<file path="config.mk">
export PLATFORM = sky130hd
export DESIGN_NAME = dalvik_instruction_predecoder
export DESIGN_NICKNAME = d
export VERILOG_FILES = /design/src/rtl/dip_pkg.sv /design/src/rtl/dalvik_instruction_predecoder.sv /design/src/rtl/dip_decode.sv
export VERILOG_INCLUDE_DIRS = /design/src /design/src/rtl
export SDC_FILE = /design/constraint.sdc
export NUM_CORES = 1
export LEC_CHECK = 0
export ABC_CLOCK_PERIOD_IN_PS = 8750
export BUFFER_PORTS_ARGS = -buffer_cell sky130_fd_sc_hd__buf_2
export CAP_MARGIN = 30
export CORE_AREA = 2 2 100 102
export CTS_CLUSTER_SIZE = 12
export DETAILED_ROUTE_END_ITERATION = 10
export DIE_AREA = 0 0 102 104
export HOLD_SLACK_MARGIN = 0.05
export PLACE_DENSITY = 0.84
export SKIP_LAST_GASP = 1
export SYNTH_ARGS = -nofsm -noshare
export SYNTH_HDL_FRONTEND = slang
export SYNTH_SLANG_ARGS = --single-unit
export TNS_END_PERCENT = 1
</file>
<file path="constraint.sdc">
create_clock -name i_clk -period 8.75 [get_ports i_clk]
set_input_delay 2.1875 -clock i_clk [delete_from_list [all_inputs] [get_ports i_clk]]
set_output_delay 2.1875 -clock i_clk [all_outputs]
set_load 0.02 [all_outputs]
</file>
<file path="src/rtl/assert_macros.svh">
// Assertion helpers shared by the RTL.
// Each macro expands to a labelled concurrent assertion in simulation and to
// nothing when SYNTHESIS is defined.
`ifndef ASSERT_MACROS_SVH
`define ASSERT_MACROS_SVH

`ifndef SYNTHESIS
`define ASSERT_CLK_RST(lbl, clk, rst_n, prop) \
    lbl: assert property (@(posedge clk) disable iff (!(rst_n)) (prop)) \
        else $error("assertion failed");
`define ASSERT_CLK(lbl, clk, prop) \
    lbl: assert property (@(posedge clk) (prop)) \
        else $error("assertion failed");
`else
`define ASSERT_CLK_RST(lbl, clk, rst_n, prop)
`define ASSERT_CLK(lbl, clk, prop)
`endif

`endif

</file>
<file path="src/rtl/dip_pkg.sv">
// ----------------------------------------------------------------------------
// dip_pkg - shared types and opcodes for the Dalvik instruction predecoder
// Holds the decoded result record and the opcodes named in the decode logic.
// ----------------------------------------------------------------------------
`default_nettype none

package dip_pkg;

    // Opcodes with special handling
    localparam logic [7:0] OP_NOP          = 8'h00;
    localparam logic [7:0] OP_MOVE_16      = 8'h03;
    localparam logic [7:0] OP_MOVE_WIDE_16 = 8'h06;
    localparam logic [7:0] OP_MOVE_OBJ_16  = 8'h09;
    localparam logic [7:0] OP_RETURN_VOID  = 8'h0e;
    localparam logic [7:0] OP_RETURN_OBJ   = 8'h11;
    localparam logic [7:0] OP_GOTO         = 8'h28;
    localparam logic [7:0] OP_GOTO_16      = 8'h29;
    localparam logic [7:0] OP_GOTO_32      = 8'h2a;
    localparam logic [7:0] OP_PACKED_SW    = 8'h2b;
    localparam logic [7:0] OP_SPARSE_SW    = 8'h2c;
    localparam logic [7:0] OP_IF_FIRST     = 8'h32;
    localparam logic [7:0] OP_IF_LAST      = 8'h3d;

    // Decoded result of one item
    typedef struct packed {
        logic [2:0]         length_units;
        logic               is_payload;
        logic               writes_register;
        logic [15:0]        dest_register;
        logic               dest_wide;
        logic               is_branch;
        logic signed [31:0] branch_offset;
        logic               is_return_or_switch;
    } t_result;

endpackage

`default_nettype wire

</file>
<file path="src/rtl/dalvik_instruction_predecoder.sv">
// ----------------------------------------------------------------------------
// dalvik_instruction_predecoder - one-instruction Dalvik predecoder
// Registers a window of three code units, decodes it and registers the result.
//
//   channel  | handshake           | payload
//   ---------+---------------------+----------------------------------------
//   input    | i_valid / o_stall   | i_first_unit, i_second_unit, i_third_unit
//   result   | o_valid / i_stall   | o_length_units ... o_is_return_or_switch
//
// One item per cycle while the result is not stalled; o_valid rises once the
// input register has taken the item at the accepting edge and the result
// register has taken its decode.
// Synchronous active-low reset empties both stages.
// o_stall rises only when both stages hold items and the result is stalled.
// ----------------------------------------------------------------------------
`default_nettype none

`include "assert_macros.svh"

module dalvik_instruction_predecoder (
    input  wire logic               i_clk,
    input  wire logic               i_rst_n,
    input  wire logic               i_valid,
    output logic                    o_stall,
    input  wire logic [15:0]        i_first_unit,
    input  wire logic [15:0]        i_second_unit,
    input  wire logic [15:0]        i_third_unit,
    output logic                    o_valid,
    input  wire logic               i_stall,
    output logic [2:0]              o_length_units,
    output logic                    o_is_payload,
    output logic                    o_writes_register,
    output logic [15:0]             o_dest_register,
    output logic                    o_dest_wide,
    output logic                    o_is_branch,
    output logic signed [31:0]      o_branch_offset,
    output logic                    o_is_return_or_switch
);

    logic             r_in_valid;
    logic [15:0]      r_first;
    logic [15:0]      r_second;
    logic [15:0]      r_third;
    logic             r_out_valid;
    dip_pkg::t_result r_result;
    dip_pkg::t_result n_result;
    logic             out_free;
    logic             in_free;

    // Stage moves when the next one can take its item
    assign out_free = !r_out_valid || !i_stall;
    assign in_free  = !r_in_valid || out_free;
    assign o_stall  = !in_free;

    // Hold or advance the input register
    always_ff @(posedge i_clk) begin
        if (!i_rst_n) begin
            r_in_valid <= 1'b0;
        end else if (in_free) begin
            r_in_valid <= i_valid;
        end
    end

    always_ff @(posedge i_clk) begin
        if (in_free && i_valid) begin
            r_first  <= i_first_unit;
            r_second <= i_second_unit;
            r_third  <= i_third_unit;
        end
    end

    dip_decode u_decode (
        .i_first_unit  (r_first),
        .i_second_unit (r_second),
        .i_third_unit  (r_third),
        .o_result      (n_result)
    );

    // Hold or advance the result register
    always_ff @(posedge i_clk) begin
        if (!i_rst_n) begin
            r_out_valid <= 1'b0;
        end else if (out_free) begin
            r_out_valid <= r_in_valid;
        end
    end

    always_ff @(posedge i_clk) begin
        if (out_free && r_in_valid) begin
            r_result <= n_result;
        end
    end

    assign o_valid               = r_out_valid;
    assign o_length_units        = r_result.length_units;
    assign o_is_payload          = r_result.is_payload;
    assign o_writes_register     = r_result.writes_register;
    assign o_dest_register       = r_result.dest_register;
    assign o_dest_wide           = r_result.dest_wide;
    assign o_is_branch           = r_result.is_branch;
    assign o_branch_offset       = r_result.branch_offset;
    assign o_is_return_or_switch = r_result.is_return_or_switch;

    // Accepted item lands in the input register
    `ASSERT_CLK_RST(a_in_capture, i_clk, i_rst_n, (i_valid && !o_stall) |=> r_in_valid)
    // Both stages hold while the result is stalled
    `ASSERT_CLK_RST(a_hold_full, i_clk, i_rst_n,
        (r_in_valid && r_out_valid && i_stall) |=> (r_in_valid && r_out_valid))
    // A payload marker carries no length and no destination
    `ASSERT_CLK_RST(a_payload, i_clk, i_rst_n,
        (o_valid && o_is_payload) |-> (o_length_units == 3'd0 && !o_writes_register))
    // Unused destination and offset fields read zero
    `ASSERT_CLK_RST(a_zero_fields, i_clk, i_rst_n,
        o_valid |-> ((o_writes_register || (o_dest_register == 16'h0000 && !o_dest_wide))
                     && (o_is_branch || o_branch_offset == 32'sd0)))

endmodule

`default_nettype wire

</file>
<file path="src/rtl/dip_decode.sv">
// ----------------------------------------------------------------------------
// dip_decode - opcode decode of one registered instruction window
// Gives length, payload flag, destination, branch offset and return/switch
// flag from the first three code units.
// ----------------------------------------------------------------------------
`default_nettype none

module dip_decode (
    input  wire logic [15:0]      i_first_unit,
    input  wire logic [15:0]      i_second_unit,
    input  wire logic [15:0]      i_third_unit,
    output dip_pkg::t_result      o_result
);

    function automatic logic in_rng(input logic [7:0] v, input logic [7:0] lo,
                                    input logic [7:0] hi);
        in_rng = (v >= lo) && (v <= hi);
    endfunction

    // Length in code units, zero for unused opcodes
    function automatic logic [2:0] op_length(input logic [7:0] op);
        logic [2:0] len;
        len = 3'd0;
        unique case (op)
            8'h00, 8'h01, 8'h04, 8'h07, 8'h0a, 8'h0b, 8'h0c, 8'h0d, 8'h0e,
            8'h0f, 8'h10, 8'h11, 8'h12, 8'h1d, 8'h1e, 8'h21, 8'h27, 8'h28:
                len = 3'd1;
            8'h02, 8'h05, 8'h08, 8'h13, 8'h15, 8'h16, 8'h19, 8'h1a, 8'h1c,
            8'h1f, 8'h20, 8'h22, 8'h23, 8'h29:
                len = 3'd2;
            8'h03, 8'h06, 8'h09, 8'h14, 8'h17, 8'h1b, 8'h24, 8'h25, 8'h26,
            8'h2a, 8'h2b, 8'h2c:
                len = 3'd3;
            8'h18:
                len = 3'd5;
            8'hfa, 8'hfb:
                len = 3'd4;
            default: begin
                if (in_rng(op, 8'h2d, 8'h3d) || in_rng(op, 8'h44, 8'h6d) ||
                    in_rng(op, 8'h90, 8'haf) || in_rng(op, 8'hd0, 8'he2) ||
                    op >= 8'hfe) begin
                    len = 3'd2;
                end else if (in_rng(op, 8'h6e, 8'h72) || in_rng(op, 8'h74, 8'h78) ||
                             in_rng(op, 8'hfc, 8'hfd)) begin
                    len = 3'd3;
                end else if (in_rng(op, 8'h7b, 8'h8f) || in_rng(op, 8'hb0, 8'hcf)) begin
                    len = 3'd1;
                end else begin
                    len = 3'd0;
                end
            end
        endcase
        op_length = len;
    endfunction

    // Destination held in bits 11..8
    function automatic logic dest_nibble(input logic [7:0] op);
        dest_nibble = op == 8'h01 || op == 8'h04 || op == 8'h07 || op == 8'h12 ||
                      op == 8'h20 || op == 8'h21 || op == 8'h23 ||
                      in_rng(op, 8'h52, 8'h58) || in_rng(op, 8'h7b, 8'h8f) ||
                      in_rng(op, 8'hb0, 8'hcf) || in_rng(op, 8'hd0, 8'hd7);
    endfunction

    // Destination held in bits 15..8
    function automatic logic dest_byte(input logic [7:0] op);
        dest_byte = op == 8'h02 || op == 8'h05 || op == 8'h08 ||
                    in_rng(op, 8'h0a, 8'h0d) || in_rng(op, 8'h13, 8'h1c) ||
                    op == 8'h22 || in_rng(op, 8'h2d, 8'h31) ||
                    in_rng(op, 8'h44, 8'h4a) || in_rng(op, 8'h60, 8'h66) ||
                    in_rng(op, 8'h90, 8'haf) || in_rng(op, 8'hd8, 8'he2) ||
                    op == 8'hfe || op == 8'hff;
    endfunction

    // Destination is a register pair
    function automatic logic dest_pair(input logic [7:0] op);
        dest_pair = op == 8'h04 || op == 8'h05 || op == 8'h06 || op == 8'h0b ||
                    in_rng(op, 8'h16, 8'h19) || op == 8'h45 || op == 8'h53 ||
                    op == 8'h61 || op == 8'h7d || op == 8'h7e || op == 8'h80 ||
                    op == 8'h81 || op == 8'h83 || op == 8'h86 || op == 8'h88 ||
                    op == 8'h89 || op == 8'h8b || in_rng(op, 8'h9b, 8'ha5) ||
                    in_rng(op, 8'hab, 8'haf) || in_rng(op, 8'hbb, 8'hc5) ||
                    in_rng(op, 8'hcb, 8'hcf);
    endfunction

    logic [7:0] op;
    logic [7:0] hi;

    assign op = i_first_unit[7:0];
    assign hi = i_first_unit[15:8];

    always_comb begin
        o_result = '0;

        // Length; a payload marker has no decoded length
        o_result.length_units = op_length(op);
        if (op == dip_pkg::OP_NOP && hi != 8'h00) begin
            o_result.is_payload   = 1'b1;
            o_result.length_units = 3'd0;
        end

        // Destination register
        priority if (dest_nibble(op)) begin
            o_result.writes_register = 1'b1;
            o_result.dest_register   = {12'h000, hi[3:0]};
        end else if (dest_byte(op)) begin
            o_result.writes_register = 1'b1;
            o_result.dest_register   = {8'h00, hi};
        end else if (op == dip_pkg::OP_MOVE_16 || op == dip_pkg::OP_MOVE_WIDE_16 ||
                     op == dip_pkg::OP_MOVE_OBJ_16) begin
            o_result.writes_register = 1'b1;
            o_result.dest_register   = i_second_unit;
        end else begin
            o_result.writes_register = 1'b0;
        end
        o_result.dest_wide = o_result.writes_register && dest_pair(op);

        // Relative branch offset, sign-extended
        priority if (op == dip_pkg::OP_GOTO) begin
            o_result.is_branch     = 1'b1;
            o_result.branch_offset = {{24{hi[7]}}, hi};
        end else if (op == dip_pkg::OP_GOTO_16 ||
                     in_rng(op, dip_pkg::OP_IF_FIRST, dip_pkg::OP_IF_LAST)) begin
            o_result.is_branch     = 1'b1;
            o_result.branch_offset = {{16{i_second_unit[15]}}, i_second_unit};
        end else if (op == dip_pkg::OP_GOTO_32) begin
            o_result.is_branch     = 1'b1;
            o_result.branch_offset = {i_third_unit, i_second_unit};
        end else begin
            o_result.is_branch = 1'b0;
        end

        // Returns and switches
        o_result.is_return_or_switch =
            in_rng(op, dip_pkg::OP_RETURN_VOID, dip_pkg::OP_RETURN_OBJ) ||
            op == dip_pkg::OP_PACKED_SW || op == dip_pkg::OP_SPARSE_SW;
    end

endmodule

`default_nettype wire
</file>
==> key figures, run 1 <==
Run status
  • Outcome: finished clean

Clock network
  • CTS tree: yes
  • Num CTS Buffers: 9
  • Clock slew at reported path FFs: 0.09 ns
  • Clock tree sinks: 106
  • CTS root buf: clkbuf_8
  • Hold-fix buffers at CTS: 0
  • Clock H-tree levels: 3
  • Clock latency on the worst-skew pair: 0.36 ns
  • Max clock buf depth: 2
  • Post-CTS sizing: 0
  • Setup bufs post-CTS: 0

Routing
  • Routed WL: 11470 µm
  • DR iter-0 viols: 547
  • WL per Instance: 18.07 µm
  • Vias per cell: 5.981
  • Remaining DRCs: 0
  • Post-route ant nets: 0
  • Drt pass-1 iters: 5
  • Vias: 3798

Yosys
  • Mapped cell area: 5034 µm²
  • #FFs+latches synth: 106
  • Synth warn: 0
  • Synth cell types: 64
  • Count leader, synth: edfxtp_1
  • Mapped Avg Cell Area: 12.46 µm²
  • Dominant cell type by area after synthesis: edfxtp_1
  • Top_reg_cell synth: edfxtp_1
  • Post-synth EDFFs: 104
  • Post-synthesis cell count: 404
  • Synth top cells by count: edfxtp_1, nand2_1, nor2_1, buf_2
  • Synth top area share: 0.6204
  • Synth Net Count: 456
  • Synth top area cells: edfxtp_1, nand2_1, a22o_1
  • Sequential element share of the synthesized area: 0.6284
  • FFs w/ async S/R, synth: 0

Floorplan
  • DIE AREA: 10610 µm²
  • Core ar.: 9549 µm²
  • Num rows: 36
  • I/O Pins: 110
  • Die Ht: 104 µm
  • Initial Utilization: 0.5271
  • Die X: 102 µm

Cells and area
  • Diodes inserted: 0
  • Post-Layout Cell Count: 635
  • Multi-input gate area: 1708 µm²
  • NumNets Final: 549
  • Area delta synth->final: 15.78%
  • Layout cells sized above 1: 0.2888
  • Reg area: 3163 µm²
  • Layout filler cell count: 780

Power and ir drop
  • Comb power frac: 0.123
  • Pwr Density: 173.3 nW/µm²
  • VDD IR max: 131.5 µV
  • Clk network pwr share: 0.275
  • Pint: 743.7 µW
  • Total chip power: 1.010 mW
  • Share of power burned in registers: 0.603
  • Leak Pwr: 2.356 nW
  • Switching Share: 0.2635
  • Net load switching power: 266.0 µW

GRT
  • First-pass GRT wire length: 17930 µm
  • Initial antenna violation count: 0
  • Congestion Overflow GR: 0
  • Gr usage total: 0.2188
  • Largest net degree at the start of global routing: 57
  • Vias in the first global route: 3527

Setup path
  • Worst EP arrival: 2.76 ns
  • Setup crit start kind: input port
  • Crit path capture type: primary output
  • Required @ worst endpoint: 6.56 ns
  • CP Max Fanout: 3
  • R2R Setup Slk: 5.44 ns
  • Setup CP Type: in -> out

STA
  • Worst-Margin Slew: 1.005 ns
  • Max Fclk: 202.1 MHz
  • Fin. Hold Viols: 0
  • Final WS setup: 3.801 ns
  • RSZ-0062 raised after global routing: false
  • Hold slack: 0.5274 ns
  • Endpoints failing setup: 0
  • Slew headroom: 0.3299
  • Clock Skew: 0.006784 ns
  • Final Cycle Share: 0.5656
  • Pins Over Slew Limit: 0
  • Final worst path period need: 4.949 ns
  • Setup TNS: 0 ns

Placement
  • Cells after DPL: 619
  • Detailed Place HPWL: 7661 µm
  • Pre-CTS setup slack: 3.798 ns
  • RD Place Congestion: 0.9841
  • Number of port buffers: 109

Hold path
  • HP Class: reg -> reg

Run
  • Total of max-cap violations: 0
==> power by group through the flow <==
stage	logic (mW)	registers, mW	clock network [mW]
floorplan	0.0681	0.632	0
global placement	0.120	0.618	0
detailed placement	0.122	0.619	0
CTS	0.123	0.608	0.283
global route	0.134	0.612	0.299
finish	0.124	0.608	0.277
==> cell type report <==
cell class,instances,share of cell area
sequential,106,0.5427
multi-input combinational,262,0.2930
timing repair buffer,115,0.1013
tap,133,0.02855
clock buffer,9,0.02125
clock inverter,7,0.01116
inverter,3,0.001932
==> metrics by stage <==
step / area (µm²) / util
after floorplan: 5034 / -
after global routing: 5828 / 0.6103
after global placement: 5632 / 0.5898
final: 5828 / 0.6103
after CTS: 5828 / 0.6103
after detailed placement: 5639 / 0.5905
==> metal layers <==
layer  track usage  vias up  part of all wire  wire length, µm
li1              -     1753                 -                -
met1        0.2990     1783              0.40             4638
met2        0.3416      229              0.49             5615
met3       0.04032       33             0.081              932
met4       0.09524        0             0.025              287
met5             0        -                 0                0
==> flip-flops by register name (all words and copies together), names as in the netlist, 3 cells and up <==
register         cells
r_second            16
o_dest_register     16
o_branch_offset     32
o_length_units       3
r_first             16
r_third             16
==> logic make-up (layout without fill, tap and decap cells) <==
group,count (synthesis),after routing,synth area share
multiplexers,3,3,0.006214
buffers and inverters,36,134,0.03604
flip-flops,106,106,0.6284
XOR/XNOR,4,4,0.006961
AND/OR/NAND/NOR,144,144,0.1581
AO/OA/AOI/OAI,111,111,0.1643
==> cells in the final DEF, fill, tap and decap left out, types with 5 or more instances in the layout <==
master	count
a21oi_1	16
and2_1	9
nand2_1	41
nor2_1	21
a22o_1	15
o21ai_0	12
edfxtp_1	104
o22ai_1	8
nand4_1	8
nand3_1	10
nor4_1	6
nor3_1	5
buf_4	6
clkbuf_8	9
nor2b_1	13
a21o_1	16
buf_2	109
==> critical path: stages <==
cell	delay, ns
buf_2	0.13
and3_1	0.25
buf_2	0.20
==> final timing paths <==
path	depth (start not counted)	start	endpoint
worst min register to register	1	r_third[0]	o_branch_offset[16]
worst max register to register	5	r_first[5]	o_branch_offset[2]
worst max-delay path	3	i_stall	o_stall
worst min-delay path	1	r_third[0]	o_branch_offset[16]
No activity file was read; power rests on OpenSTA's default activity.
==> run 2, diff against run 1 <==
- ABC_CLOCK_PERIOD_IN_PS: 8750 -> 5100
- clock period: 8.75 -> 5.1 ns (I/O delays scaled with it)
==> key figures, run 2 (synthesis results as in run 1) <==
Cells and area
  • NumNets Final: 551 (+0.36%)
  • Diodes inserted: 0 (unchanged)
  • Area delta synth->final: 16.48%
  • Max FFs per register: 32 (unchanged)
  • Post-Layout Cell Count: 637 (+0.31%)
  • Most common cell after layout, fill and taps aside: buf_2
  • Commonest non-fill, non-tap cells in the layout: buf_2, edfxtp_1, nand2_1, nor2_1
  • Layout Utilization: 0.6140 (+0.003669)
  • Layout cells sized above 1: 0.2937 (+0.004806)
  • Design area: 5863 µm² (+0.60%)

STA
  • Slew headroom: 0.3316 (+0.001702)
  • Fin. Hold Viols: 0 (unchanged)
  • Worst-Margin Slew: 1.003 ns (-0.002554 ns)
  • Final worst path period need: 3.281 ns
  • Hold slack: 0.5314 ns (+0.004000 ns)
  • RSZ-0062 raised after global routing: false
  • Endpoints failing setup: 0 (unchanged)
  • Setup TNS: 0 ns (unchanged)
  • Clock Skew: 0.01142 ns (+0.004641 ns)
  • Pins Over Slew Limit: 0 (unchanged)
  • Max Fclk: 304.8 MHz
  • Final Cycle Share: 0.6433

Floorplan
  • Die X: 102 µm (unchanged)
  • Num rows: 36 (unchanged)
  • Die Ht: 104 µm (unchanged)
  • DIE AREA: 10610 µm² (unchanged)
  • Core ar.: 9549 µm² (unchanged)
  • Initial Utilization: 0.5271 (unchanged)
  • I/O Pins: 110 (unchanged)

Placement
  • Cell Area, Placed: 5639 µm² (unchanged)
  • Detailed Place HPWL: 7964 µm (+3.9%)
  • Cells after DPL: 619 (unchanged)
  • Number of port buffers: 109 (unchanged)
  • RD Place Congestion: 0.9525 (-3.2%)

GRT
  • Vias in the first global route: 3437 (-2.6%)
  • First-pass GRT wire length: 17700 µm (-1.3%)
  • Largest net degree at the start of global routing: 39 (-32%)
  • Initial antenna violation count: 0 (unchanged)
  • Congestion Overflow GR: 0 (unchanged)
  • Gr usage total: 0.2138 (-0.004986)

Routing
  • Remaining DRCs: 0 (unchanged)
  • DR iter-0 viols: 479 (-12%)
  • Vias per cell: 5.827 (-2.6%)
  • Post-route ant nets: 0 (unchanged)
  • Vias: 3712 (-2.3%)
  • WL per Instance: 17.81 µm (-1.4%)
  • Drt pass-1 iters: 5 (unchanged)
  • Routed WL: 11350 µm (-1.1%)

Setup path
  • Setup crit start kind: flip-flop
  • CP Max Fanout: 33 (+30)
  • Crit path capture type: flip-flop
  • Worst EP arrival: 3.51 ns (+0.75 ns)
  • Required @ worst endpoint: 5.32 ns (-1.24 ns)
  • Setup CP Type: reg -> reg

Clock network
  • Setup bufs post-CTS: 0 (unchanged)
  • Num CTS Buffers: 9 (unchanged)
  • Max clock buf depth: 2 (unchanged)
  • Post-CTS sizing: 0 (unchanged)
  • Hold-fix buffers at CTS: 0 (unchanged)
  • Clock slew at reported path FFs: 0.11 ns (+0.02 ns)
  • Clock latency on the worst-skew pair: 0.36 ns (about the same)
  • CTS tree: yes
  • Clock H-tree levels: 3 (unchanged)
  • CTS root buf: clkbuf_8
  • Clock tree sinks: 106 (unchanged)

Power and ir drop
  • Pwr Density: 297.6 nW/µm² (+72%)
  • Leak Pwr: 2.374 nW (+0.76%)
  • VDD IR max: 307.8 µV (+130%)

Run status
  • Outcome: finished clean

Run
  • Total of max-cap violations: 0 (unchanged)

Hold path
  • HP Class: reg -> reg
==> run 2: changes by cell type in the layout (fill, tap and decap cells not counted), sizes merged <==
cell | before | now
inv | 4 | 5
clkinv | 5 | 4
buf | 115 | 117
==> run 2: area by class of cell <==
cell class	count	area, µm²
clock inverters	7	72.57
flip-flops and latches	106	3163
well taps	133	166.4
repair buffers	117	618.1
clock buffers	9	123.9
fillers	776	3686
multi-input cells	262	1708
inverters	3	11.26
==> run 2: where the power goes <==
part           switching [mW]  internal [mW]
registers              0.0309           1.01
clock network           0.294          0.192
logic                   0.137         0.0802
total                   0.462           1.28
==> run 2: final timing paths <==
kind                from  slack (ns)             endpoint  depth (start not counted)
max           r_first[5]        1.82   o_branch_offset[5]                          5
min          r_third[10]        0.53  o_branch_offset[26]                          1
max reg2reg   r_first[5]        1.82   o_branch_offset[5]                          5
min reg2reg  r_third[10]        0.53  o_branch_offset[26]                          1
==> run 2: stage by stage <==
stage / power [mW] / worst slack, ns
floorplan: 1.200 / 0.6591
global placement: 1.270 / 2.004
detailed placement: 1.274 / 1.922
CTS: 1.753 / 1.897
global route: 1.813 / 1.711
finish: 1.745 / 1.819
==> run 2: critical path, stage by stage, from the launching register on <==
cell and delay, ns:
edfxtp_1 1.02, and2b_4 0.32, or4b_1 0.67, nor2_8 0.33
or2_1 0.55, a22o_1 0.24
==> run 2: routing by layer <==
layer / track usage / part of all wire
met1: 0.3034 / 0.41
met2: 0.3355 / 0.49
met3: 0.03763 / 0.076
met4: 0.06857 / 0.017
met5: 0 / 0
